**src/midpoint_line_rasterizer_defines.svh**
```systemverilog
// Assertion macros for the line rasteriser.
`ifndef MIDPOINT_LINE_RASTERIZER_DEFINES_SVH
`define MIDPOINT_LINE_RASTERIZER_DEFINES_SVH

// Overlapping implication, checked out of reset.
`define MLR_ASSERT_NOW(label, clk, rst_n, ante, cons, msg) \
    label: assert property (@(posedge clk) disable iff (!rst_n) (ante) |-> (cons)) \
        else $error(msg);

// Non-overlapping implication, consequent checked in the cycle after, out of reset.
`define MLR_ASSERT_NEXT(label, clk, rst_n, ante, cons, msg) \
    label: assert property (@(posedge clk) disable iff (!rst_n) (ante) |=> (cons)) \
        else $error(msg);

`endif

```
**src/mlr_pkg.sv**
```systemverilog
package mlr_pkg;

    localparam int COORD_BITS_DEFAULT = 12;
    localparam int PIX_BITS           = 13;
    localparam int COLOR_BITS         = 24;
    localparam int STEP_BITS          = 4;
    localparam logic [STEP_BITS-1:0] STEP_MIN   = 4'd1;
    localparam logic [STEP_BITS-1:0] STEP_MAX   = 4'd8;
    localparam logic [STEP_BITS-1:0] STEP_RESET = 4'd1;

    typedef enum logic {
        OP_LOAD = 1'b0,
        OP_STEP = 1'b1
    } opcode_t;

    typedef enum logic [2:0] {
        OCT_ENE = 3'd0,
        OCT_NNE = 3'd1,
        OCT_NNW = 3'd2,
        OCT_WNW = 3'd3,
        OCT_WSW = 3'd4,
        OCT_SSW = 3'd5,
        OCT_SSE = 3'd6,
        OCT_ESE = 3'd7
    } octant_t;

    // Entries {m0, m1, m2, m3}: x = m0*u + m1*v, y = m2*u + m3*v.
    localparam logic signed [1:0] MIRROR_MAP [8][4] = '{
        '{ 2'sd1,  2'sd0,  2'sd0,  2'sd1},
        '{ 2'sd0,  2'sd1,  2'sd1,  2'sd0},
        '{ 2'sd0, -2'sd1,  2'sd1,  2'sd0},
        '{-2'sd1,  2'sd0,  2'sd0,  2'sd1},
        '{-2'sd1,  2'sd0,  2'sd0, -2'sd1},
        '{ 2'sd0, -2'sd1, -2'sd1,  2'sd0},
        '{ 2'sd0,  2'sd1, -2'sd1,  2'sd0},
        '{ 2'sd1,  2'sd0,  2'sd0, -2'sd1}
    };

    // One term of the mirror product: pass, negate or drop.
    function automatic logic signed [31:0] mirror_term(
        input logic signed [1:0]  m,
        input logic signed [31:0] v
    );
        logic signed [31:0] r;
        if (m == 2'sd1)
        begin
            r = v;
        end
        else if (m == -2'sd1)
        begin
            r = -v;
        end
        else
        begin
            r = '0;
        end
        return r;
    endfunction

endpackage

```
**src/mlr_in_if.sv**
```systemverilog
interface mlr_in_if #(
    parameter int COORD_BITS = mlr_pkg::COORD_BITS_DEFAULT
);
    logic                                valid;
    logic                                ready;
    logic                                opcode;
    logic signed [COORD_BITS-1:0]        start_x;
    logic signed [COORD_BITS-1:0]        start_y;
    logic signed [COORD_BITS-1:0]        end_x;
    logic signed [COORD_BITS-1:0]        end_y;
    logic [mlr_pkg::COLOR_BITS-1:0]      color_in;

    modport source (
        output valid, opcode, start_x, start_y, end_x, end_y, color_in,
        input  ready
    );
    modport sink (
        input  valid, opcode, start_x, start_y, end_x, end_y, color_in,
        output ready
    );
endinterface

```
**src/mlr_out_if.sv**
```systemverilog
interface mlr_out_if;
    logic                                valid;
    logic                                ready;
    logic signed [mlr_pkg::PIX_BITS-1:0] pixel_x;
    logic signed [mlr_pkg::PIX_BITS-1:0] pixel_y;
    logic [mlr_pkg::COLOR_BITS-1:0]      pixel_color;
    logic                                last;

    modport source (
        output valid, pixel_x, pixel_y, pixel_color, last,
        input  ready
    );
    modport sink (
        input  valid, pixel_x, pixel_y, pixel_color, last,
        output ready
    );
endinterface

```
**src/midpoint_line_rasterizer.sv**
```systemverilog
// Midpoint line rasteriser, all eight octants.
// in_ch carries transactions of two kinds. A load (opcode OP_LOAD) gives two
// endpoints and a colour; it yields no pixel and replaces any line in progress.
// A step (opcode OP_STEP) yields one pixel of the active line on out_ch, with
// last set on the pixel that ends the line. The first step yields the start
// point. A step with no active line, and any step after a point-sized load,
// yields nothing.
// step_size is written through cfg_we/cfg_wdata; the user must write it only
// while the block is idle, as the block itself does not enforce this. It is
// captured with each load that gives a line (0 acts as 1, above 8 as 8).
// A transaction accepted into the input register passes through combinational
// setup or step logic, and its pixel is then held in the output register.
// Throughput: one transaction per cycle unless a pixel stalls on out_ch.ready.
// Stall: the output register holds its pixel while out_ch.ready is low; a load
// or a step with nothing to emit still drains, and the input register takes a
// new transaction whenever its content moves on.
// Reset: no line is active, both registers are empty and step_size returns to 1.
`include "midpoint_line_rasterizer_defines.svh"

module midpoint_line_rasterizer #(
    parameter int COORD_BITS = mlr_pkg::COORD_BITS_DEFAULT
) (
    input  logic                          clk,
    input  logic                          rst_n,
    input  logic                          cfg_we,
    input  logic [mlr_pkg::STEP_BITS-1:0] cfg_wdata,
    mlr_in_if.sink                        in_ch,
    mlr_out_if.source                     out_ch
);
    localparam int P = COORD_BITS + 2;
    localparam int D = COORD_BITS + 6;

    // Configuration
    logic [mlr_pkg::STEP_BITS-1:0] step_size_reg;

    // Input register
    logic                             in_valid_reg;
    logic                             in_op_reg;
    logic signed [COORD_BITS-1:0]     sx_reg, sy_reg, ex_reg, ey_reg;
    logic [mlr_pkg::COLOR_BITS-1:0]   color_reg;

    // Line state
    logic                             active_reg;
    logic                             first_pending_reg;
    mlr_pkg::octant_t                 octant_reg;
    logic [mlr_pkg::STEP_BITS-1:0]    step_held_reg;
    logic signed [P-1:0]              major_pos_reg, minor_pos_reg, major_end_reg;
    logic signed [D-1:0]              decision_reg, inc_east_reg, inc_ne_reg;
    logic [mlr_pkg::COLOR_BITS-1:0]   line_color_reg;

    // Output register
    logic                             out_valid_reg;
    logic signed [mlr_pkg::PIX_BITS-1:0] pix_x_reg, pix_y_reg;
    logic [mlr_pkg::COLOR_BITS-1:0]   pix_color_reg;
    logic                             pix_last_reg;

    // Setup results
    logic                             su_ok;
    mlr_pkg::octant_t                 su_octant;
    logic signed [P-1:0]              su_major, su_minor, su_end;
    logic signed [D-1:0]              su_dec, su_inc_e, su_inc_ne;
    logic [mlr_pkg::STEP_BITS-1:0]    su_step;

    // Step results
    logic signed [P-1:0]              st_major, st_minor;
    logic signed [D-1:0]              st_dec;
    logic signed [mlr_pkg::PIX_BITS-1:0] st_x, st_y;
    logic                             st_last;

    logic is_load, is_step, produces, out_free, advance;

    assign is_load  = in_op_reg == mlr_pkg::OP_LOAD;
    assign is_step  = in_op_reg == mlr_pkg::OP_STEP;
    assign produces = is_step && active_reg;
    assign out_free = !out_valid_reg || out_ch.ready;
    // Drain the input register unless its pixel has nowhere to go.
    assign advance  = in_valid_reg && (!produces || out_free);

    assign in_ch.ready        = !in_valid_reg || advance;
    assign out_ch.valid       = out_valid_reg;
    assign out_ch.pixel_x     = pix_x_reg;
    assign out_ch.pixel_y     = pix_y_reg;
    assign out_ch.pixel_color = pix_color_reg;
    assign out_ch.last        = pix_last_reg;

    mlr_setup #(
        .COORD_BITS (COORD_BITS)
    ) u_setup (
        .start_x       (sx_reg),
        .start_y       (sy_reg),
        .end_x         (ex_reg),
        .end_y         (ey_reg),
        .step_size     (step_size_reg),
        .line_ok       (su_ok),
        .octant        (su_octant),
        .major_start   (su_major),
        .minor_start   (su_minor),
        .major_end     (su_end),
        .decision      (su_dec),
        .inc_east      (su_inc_e),
        .inc_northeast (su_inc_ne),
        .step_held     (su_step)
    );

    mlr_step #(
        .COORD_BITS (COORD_BITS)
    ) u_step (
        .first_pending (first_pending_reg),
        .octant        (octant_reg),
        .step_held     (step_held_reg),
        .major_pos     (major_pos_reg),
        .minor_pos     (minor_pos_reg),
        .major_end     (major_end_reg),
        .decision      (decision_reg),
        .inc_east      (inc_east_reg),
        .inc_northeast (inc_ne_reg),
        .major_next    (st_major),
        .minor_next    (st_minor),
        .decision_next (st_dec),
        .pixel_x       (st_x),
        .pixel_y       (st_y),
        .last          (st_last)
    );

    // Control state
    always_ff @(posedge clk or negedge rst_n)
    begin
        if (!rst_n)
        begin
            step_size_reg     <= mlr_pkg::STEP_RESET;
            in_valid_reg      <= 1'b0;
            active_reg        <= 1'b0;
            first_pending_reg <= 1'b0;
            out_valid_reg     <= 1'b0;
        end
        else
        begin
            if (cfg_we)
            begin
                step_size_reg <= cfg_wdata;
            end
            if (in_ch.ready)
            begin
                in_valid_reg <= in_ch.valid;
            end
            if (advance && is_load)
            begin
                active_reg        <= su_ok;
                first_pending_reg <= su_ok;
            end
            else if (advance && produces)
            begin
                active_reg        <= !st_last;
                first_pending_reg <= 1'b0;
            end
            if (advance && produces)
            begin
                out_valid_reg <= 1'b1;
            end
            else if (out_ch.ready)
            begin
                out_valid_reg <= 1'b0;
            end
        end
    end

    // Payload: capture on the matching handshake, hold otherwise
    always_ff @(posedge clk)
    begin
        if (in_ch.ready && in_ch.valid)
        begin
            in_op_reg <= in_ch.opcode;
            sx_reg    <= in_ch.start_x;
            sy_reg    <= in_ch.start_y;
            ex_reg    <= in_ch.end_x;
            ey_reg    <= in_ch.end_y;
            color_reg <= in_ch.color_in;
        end
        if (advance && is_load)
        begin
            line_color_reg <= color_reg;
            if (su_ok)
            begin
                octant_reg    <= su_octant;
                step_held_reg <= su_step;
                major_pos_reg <= su_major;
                minor_pos_reg <= su_minor;
                major_end_reg <= su_end;
                decision_reg  <= su_dec;
                inc_east_reg  <= su_inc_e;
                inc_ne_reg    <= su_inc_ne;
            end
        end
        else if (advance && produces)
        begin
            major_pos_reg <= st_major;
            minor_pos_reg <= st_minor;
            decision_reg  <= st_dec;
            pix_x_reg     <= st_x;
            pix_y_reg     <= st_y;
            pix_color_reg <= line_color_reg;
            pix_last_reg  <= st_last;
        end
    end

    `MLR_ASSERT_NOW(a_first_needs_line, clk, rst_n,
        first_pending_reg, active_reg, "first pixel pending with no active line")
    `MLR_ASSERT_NEXT(a_last_ends_line, clk, rst_n,
        advance && produces && st_last, !active_reg, "line still active after last pixel")
    `MLR_ASSERT_NOW(a_no_overwrite, clk, rst_n,
        out_valid_reg && !out_ch.ready, !(advance && produces),
        "pending pixel overwritten")
    `MLR_ASSERT_NOW(a_walk_before_end, clk, rst_n,
        active_reg && !first_pending_reg, major_pos_reg < major_end_reg,
        "active line already past its end")

endmodule

```
**src/mlr_setup.sv**
```systemverilog
module mlr_setup #(
    parameter int COORD_BITS = mlr_pkg::COORD_BITS_DEFAULT
) (
    input  logic signed [COORD_BITS-1:0]           start_x,
    input  logic signed [COORD_BITS-1:0]           start_y,
    input  logic signed [COORD_BITS-1:0]           end_x,
    input  logic signed [COORD_BITS-1:0]           end_y,
    input  logic [mlr_pkg::STEP_BITS-1:0]          step_size,
    output logic                                   line_ok,
    output mlr_pkg::octant_t                       octant,
    output logic signed [COORD_BITS+1:0]           major_start,
    output logic signed [COORD_BITS+1:0]           minor_start,
    output logic signed [COORD_BITS+1:0]           major_end,
    output logic signed [COORD_BITS+5:0]           decision,
    output logic signed [COORD_BITS+5:0]           inc_east,
    output logic signed [COORD_BITS+5:0]           inc_northeast,
    output logic [mlr_pkg::STEP_BITS-1:0]          step_held
);
    localparam int P = COORD_BITS + 2;
    localparam int D = COORD_BITS + 6;

    logic signed [P-1:0] sx, sy, ex, ey;
    logic signed [P-1:0] dx, dy, ndx, ndy;
    logic signed [P-1:0] ue, ve, du, dv;
    logic signed [D-1:0] dv_w, du_w, s_mul, dv_x2, dd_x2;
    logic signed [1:0]   m0, m1, m2, m3;

    assign sx  = P'(start_x);
    assign sy  = P'(start_y);
    assign ex  = P'(end_x);
    assign ey  = P'(end_y);
    assign dx  = ex - sx;
    assign dy  = ey - sy;
    assign ndx = -dx;
    assign ndy = -dy;

    // Pick the octant from signs and magnitudes; a point line has none.
    always_comb
    begin
        line_ok = 1'b1;
        octant  = mlr_pkg::OCT_ENE;
        if (dx > 0 && dy >= 0 && dy <= dx)
        begin
            octant = mlr_pkg::OCT_ENE;
        end
        else if (dy > 0 && dx >= 0 && dy > dx)
        begin
            octant = mlr_pkg::OCT_NNE;
        end
        else if (dy > 0 && dx < 0 && dy > ndx)
        begin
            octant = mlr_pkg::OCT_NNW;
        end
        else if (dx < 0 && dy >= 0 && dy <= ndx)
        begin
            octant = mlr_pkg::OCT_WNW;
        end
        else if (dx < 0 && dy < 0 && dy >= dx)
        begin
            octant = mlr_pkg::OCT_WSW;
        end
        else if (dx < 0 && dy < 0 && dy < dx)
        begin
            octant = mlr_pkg::OCT_SSW;
        end
        else if (dy < 0 && dx >= 0 && ndy > dx)
        begin
            octant = mlr_pkg::OCT_SSE;
        end
        else if (dx > 0 && dy < 0 && ndy <= dx)
        begin
            octant = mlr_pkg::OCT_ESE;
        end
        else
        begin
            line_ok = 1'b0;
        end
    end

    assign m0 = mlr_pkg::MIRROR_MAP[octant][0];
    assign m1 = mlr_pkg::MIRROR_MAP[octant][1];
    assign m2 = mlr_pkg::MIRROR_MAP[octant][2];
    assign m3 = mlr_pkg::MIRROR_MAP[octant][3];

    // Fold into the first octant with the transposed map.
    assign major_start = P'(mlr_pkg::mirror_term(m0, 32'(sx)) + mlr_pkg::mirror_term(m2, 32'(sy)));
    assign minor_start = P'(mlr_pkg::mirror_term(m1, 32'(sx)) + mlr_pkg::mirror_term(m3, 32'(sy)));
    assign ue          = P'(mlr_pkg::mirror_term(m0, 32'(ex)) + mlr_pkg::mirror_term(m2, 32'(ey)));
    assign ve          = P'(mlr_pkg::mirror_term(m1, 32'(ex)) + mlr_pkg::mirror_term(m3, 32'(ey)));
    assign major_end   = ue;
    assign du          = ue - major_start;
    assign dv          = ve - minor_start;

    always_comb
    begin
        if (step_size < mlr_pkg::STEP_MIN)
        begin
            step_held = mlr_pkg::STEP_MIN;
        end
        else if (step_size > mlr_pkg::STEP_MAX)
        begin
            step_held = mlr_pkg::STEP_MAX;
        end
        else
        begin
            step_held = step_size;
        end
    end

    assign dv_w          = D'(dv);
    assign du_w          = D'(du);
    assign s_mul         = $signed(D'(step_held));
    assign dv_x2         = dv_w <<< 1;
    assign dd_x2         = (dv_w - du_w) <<< 1;
    assign decision      = dv_x2 - du_w;
    assign inc_east      = D'(dv_x2 * s_mul);
    assign inc_northeast = D'(dd_x2 * s_mul);

endmodule

```
**src/mlr_step.sv**
```systemverilog
module mlr_step #(
    parameter int COORD_BITS = mlr_pkg::COORD_BITS_DEFAULT
) (
    input  logic                                   first_pending,
    input  mlr_pkg::octant_t                       octant,
    input  logic [mlr_pkg::STEP_BITS-1:0]          step_held,
    input  logic signed [COORD_BITS+1:0]           major_pos,
    input  logic signed [COORD_BITS+1:0]           minor_pos,
    input  logic signed [COORD_BITS+1:0]           major_end,
    input  logic signed [COORD_BITS+5:0]           decision,
    input  logic signed [COORD_BITS+5:0]           inc_east,
    input  logic signed [COORD_BITS+5:0]           inc_northeast,
    output logic signed [COORD_BITS+1:0]           major_next,
    output logic signed [COORD_BITS+1:0]           minor_next,
    output logic signed [COORD_BITS+5:0]           decision_next,
    output logic signed [mlr_pkg::PIX_BITS-1:0]    pixel_x,
    output logic signed [mlr_pkg::PIX_BITS-1:0]    pixel_y,
    output logic                                   last
);
    localparam int P = COORD_BITS + 2;
    localparam int D = COORD_BITS + 6;

    logic signed [P-1:0] s_pos;
    logic                go_east;
    logic signed [31:0]  px, py;

    assign s_pos   = $signed(P'(step_held));
    assign go_east = decision[D-1] || (decision == '0);

    // Hold the start point on the first step; advance otherwise.
    always_comb
    begin
        major_next    = major_pos;
        minor_next    = minor_pos;
        decision_next = decision;
        if (!first_pending)
        begin
            major_next = major_pos + s_pos;
            if (go_east)
            begin
                decision_next = decision + inc_east;
            end
            else
            begin
                decision_next = decision + inc_northeast;
                minor_next    = minor_pos + s_pos;
            end
        end
    end

    // Map back to the original octant and wrap to the pixel width.
    assign px = mlr_pkg::mirror_term(mlr_pkg::MIRROR_MAP[octant][0], 32'(major_next))
              + mlr_pkg::mirror_term(mlr_pkg::MIRROR_MAP[octant][1], 32'(minor_next));
    assign py = mlr_pkg::mirror_term(mlr_pkg::MIRROR_MAP[octant][2], 32'(major_next))
              + mlr_pkg::mirror_term(mlr_pkg::MIRROR_MAP[octant][3], 32'(minor_next));
    assign pixel_x = px[mlr_pkg::PIX_BITS-1:0];
    assign pixel_y = py[mlr_pkg::PIX_BITS-1:0];
    assign last    = major_next >= major_end;

endmodule
```
**src/flat_wrapper.sv**
```systemverilog
// flat-port wrapper written by rule: the top's interface ports become plain ports
module midpoint_line_rasterizer_flat 
#(
    parameter int COORD_BITS = mlr_pkg::COORD_BITS_DEFAULT
)
  (clk, rst_n, cfg_we, cfg_wdata, in_ch_valid, in_ch_opcode, in_ch_start_x, in_ch_start_y, in_ch_end_x, in_ch_end_y, in_ch_color_in, in_ch_ready, out_ch_valid, out_ch_pixel_x, out_ch_pixel_y, out_ch_pixel_color, out_ch_last, out_ch_ready);
  mlr_in_if #(.COORD_BITS(COORD_BITS)) in_ch_i ();
  mlr_out_if out_ch_i ();
  input  logic clk;
  input  logic rst_n;
  input  logic cfg_we;
  input  logic [mlr_pkg::STEP_BITS-1:0] cfg_wdata;
  input wire logic [$bits(in_ch_i.valid)-1:0] in_ch_valid;
  input wire logic [$bits(in_ch_i.opcode)-1:0] in_ch_opcode;
  input wire logic [$bits(in_ch_i.start_x)-1:0] in_ch_start_x;
  input wire logic [$bits(in_ch_i.start_y)-1:0] in_ch_start_y;
  input wire logic [$bits(in_ch_i.end_x)-1:0] in_ch_end_x;
  input wire logic [$bits(in_ch_i.end_y)-1:0] in_ch_end_y;
  input wire logic [$bits(in_ch_i.color_in)-1:0] in_ch_color_in;
  output wire logic [$bits(in_ch_i.ready)-1:0] in_ch_ready;
  output wire logic [$bits(out_ch_i.valid)-1:0] out_ch_valid;
  output wire logic [$bits(out_ch_i.pixel_x)-1:0] out_ch_pixel_x;
  output wire logic [$bits(out_ch_i.pixel_y)-1:0] out_ch_pixel_y;
  output wire logic [$bits(out_ch_i.pixel_color)-1:0] out_ch_pixel_color;
  output wire logic [$bits(out_ch_i.last)-1:0] out_ch_last;
  input wire logic [$bits(out_ch_i.ready)-1:0] out_ch_ready;
  assign in_ch_i.valid = in_ch_valid;
  assign in_ch_i.opcode = in_ch_opcode;
  assign in_ch_i.start_x = in_ch_start_x;
  assign in_ch_i.start_y = in_ch_start_y;
  assign in_ch_i.end_x = in_ch_end_x;
  assign in_ch_i.end_y = in_ch_end_y;
  assign in_ch_i.color_in = in_ch_color_in;
  assign in_ch_ready = in_ch_i.ready;
  assign out_ch_valid = out_ch_i.valid;
  assign out_ch_pixel_x = out_ch_i.pixel_x;
  assign out_ch_pixel_y = out_ch_i.pixel_y;
  assign out_ch_pixel_color = out_ch_i.pixel_color;
  assign out_ch_last = out_ch_i.last;
  assign out_ch_i.ready = out_ch_ready;
  midpoint_line_rasterizer #(.COORD_BITS(COORD_BITS)) u_core (.clk(clk), .rst_n(rst_n), .cfg_we(cfg_we), .cfg_wdata(cfg_wdata), .in_ch(in_ch_i), .out_ch(out_ch_i));
endmodule
```
**config.mk**
```make
export PLATFORM = sky130hd
export DESIGN_NAME = midpoint_line_rasterizer_flat
export DESIGN_NICKNAME = d
export VERILOG_FILES = /design/src/mlr_pkg.sv /design/src/mlr_in_if.sv /design/src/mlr_out_if.sv /design/src/midpoint_line_rasterizer.sv /design/src/mlr_setup.sv /design/src/mlr_step.sv /design/src/flat_wrapper.sv
export VERILOG_INCLUDE_DIRS = /design/src /design/src/src
export SDC_FILE = /design/constraint.sdc
export NUM_CORES = 1
export LEC_CHECK = 0
export BUFFER_PORTS_ARGS = -buffer_cell sky130_fd_sc_hd__buf_2
export CORE_AREA = 2 2 250 252
export DETAILED_ROUTE_END_ITERATION = 16
export DIE_AREA = 0 0 252 254
export GPL_TIMING_DRIVEN = 0
export SETUP_SLACK_MARGIN = 0.05
export SLEW_MARGIN = 15
export SYNTH_ARGS = -nofsm -noshare
export SYNTH_HDL_FRONTEND = slang
export SYNTH_SLANG_ARGS = --single-unit
export TNS_END_PERCENT = 1
```
**constraint.sdc**
```tcl
create_clock -name clk -period 17.4 [get_ports clk]
set_input_delay 2.61 -clock clk [delete_from_list [all_inputs] [get_ports clk]]
set_output_delay 2.61 -clock clk [all_outputs]
set_load 0.02 [all_outputs]
```
==> flow_summary.yaml <==
setup_path:
  arrival_ps: 16730
  crit_top_cell: "ha_1"
  critical_path_required_ps: 17740
  slowest_stage: "a311oi_1"
  cp_max_fo: 10
  critPathKind: "reg -> reg"
  endpoint_kind: "flip-flop"
  max_stage_delay_ps: 930
  start_kind: "flip-flop"
yosys:
  ys_ff_latch: 256
  synth_nets: 3061
  ys.warnings.count: 0
  seq_area_frac_synth: 0.314
  synthDistinctLibCells: 82
  async_flop_share: 0.0313
  syn-instance-count: 2603
  synthesis.area_mm2: 0.0243
  synth_area_leaders: "edfxtp_1 (31%), ha_1 (15%), fa_1 (6.4%)"
  synth_area_leader_cell: "edfxtp_1"
  yosysTopAreaCellShare: 0.306
  synth.avg_cell_area_um2: 9.34
  synth_ff_type: "edfxtp_1"
  synth_edf_count: 248
clocking:
  cts_resized: 0
  htree_levels: 1
  clockBufferDepth: 3
  cts.sinks: 256
  clkTransAtPathRegs_ps: 60
  numCtsBuffers: 31
  cts_setup_buffers: 0
  postCtsHoldBufs: 0
  clk_latency_ps: 610
  cts_tree: "yes"
  cts_root_buf: "clkbuf_16"
sta:
  setup_viol_count_final: 0
  fin_setup_tns_ps: 0
  grt_setup_unrepaired: "no"
  hold_viol_final: 0
  hold_slack_ps: 414
  period_minus_slack_ps: 16380
  max_clock_freq_mhz: 61.0
  relSlewSlack: 0.239
  finalCritPeriodShare: 0.942
  maxSlewViolCount: 0
  tightest_slew_ps: 1140
  worst_clock_skew_ps: 14.8
global_routing:
  track_usage: 0.212
  grt_pass1_vias: 19400
  antenna_found_initial: 2
  grt_max_degree: 56
  grt_pass1_wl_um: 107000
  overflow: 0
placed_design:
  port_buffers: 134
  dp_hpwl_um: 55800
  place.gp.congestion: 0.928
cells_and_area:
  syn_to_final_growth_pct: 11.5
  num-nets-final: 3233
  final_util: 0.443
  layout-drive-gt1-share: 0.0879
  final_common_cell: "ha_1"
  mostFrequentLayoutCells: "ha_1 (298), inv_1 (281), nor2_1 (274)"
detailed_routing:
  viasPerCell: 5.40
  dr.pass1.iters: 5
  drt_iter0_markers: 1110
  detail-route-antenna-nets: 0
  totalWireLength_um: 67700
  drc: 0
  vias: 19400
  routedWlPerCell_um: 18.9
hold_path:
  worstHoldPathType: "reg -> reg"
die:
  dieArea_mm2: 0.0640
  io_pins: 135
  die_y_um: 254
  core_area_mm2: 0.0613
  rows: 91
  start_util: 0.397
  die_w_um: 252
flow_run:
  cap_violations: 0
outcome:
  outcome: "complete, no violations"
## routing by layer
metal	part of all wire	up-vias	track usage
met5	0	-	0
met4	0.031	0	0.0620
met3	0.045	104	0.0223
met2	0.46	493	0.359
met1	0.46	9293	0.287
li1	-	9479	-
## final timing paths
path	slack, ps	from	cells after the start	to
hold reg to reg	410	u_core.color_reg[16]	0	u_core.line_color_reg[16]
setup reg to reg	1020	u_core.ex_reg[0]	56	u_core.inc_ne_reg[17]
min in group asynchronous	1900	rst_n	1	u_core.step_size_reg[2]
hold / removal	410	u_core.color_reg[16]	0	u_core.line_color_reg[16]
max in group asynchronous	15210	rst_n	1	u_core.step_size_reg[0]
setup / recovery	1020	u_core.ex_reg[0]	56	u_core.inc_ne_reg[17]
## synth_stat cells (7+ instances only)
cell	count
nor2b_1	42
mux2_2	24
a21o_1	53
a31oi_1	16
inv_1	283
ha_1	298
o21bai_1	47
o21a_1	24
and2_1	56
nand3_1	38
xnor2_1	173
a21boi_0	7
xor2_1	77
mux2i_1	29
nand2b_1	28
buf_1	7
a22o_1	25
o31ai_1	11
a21oi_1	208
o21ai_0	121
clkbuf_1	51
edfxtp_1	248
a211oi_1	13
nor4_1	9
or2_2	13
dfrtp_1	7
nor3_1	44
and3_1	22
nand2_1	124
nor2_1	274
or3_1	29
nand4_1	17
fa_1	78
## area by class of cell
class                   count  area [um2]
flip-flops and latches    256        7650
inverters                 286        1080
plain buffers              63         250
diodes                      1        2.50
fillers                  5946       34100
multi-input cells        1998       15400
repair buffers            139         781
well taps                 790         988
clock buffers              37         798
clock inverters            19         221
## metrics by stage
step                std cells  setup WS, ps  cell area (um2)
global placement         3527          1380            26000
global route             3588           158            27100
finish                   3589          1020            27100
detailed placement       3532          1280            26100
floorplan                2603          4580            24300
CTS                      3588          1190            27100
## critical path, delay by kind of cell, from the launching register on
family	cells	cell delay, ps
AO/OA/AOI/OAI	23	6090
XOR/XNOR	6	2170
adder cells (fa/ha/maj)	11	4170
buffers and inverters	8	1600
flip-flops	1	460
multiplexers	1	280
AND/OR/NAND/NOR	7	1350
## cell families (layout without fill, tap and decap cells)
kind of cell | count (synthesis) | after routing | synth area share
AO/OA/AOI/OAI | 587 | 587 | 0.151
other | 0 | 1 | 0
multiplexers | 55 | 55 | 0.0246
buffers and inverters | 349 | 544 | 0.0545
flip-flops | 256 | 256 | 0.314
AND/OR/NAND/NOR | 726 | 726 | 0.145
adder cells (fa/ha/maj) | 376 | 376 | 0.218
XOR/XNOR | 254 | 254 | 0.0935
Power is not shown: default switching activity piles up to over one toggle a cycle in this logic, so the estimate is an artifact.
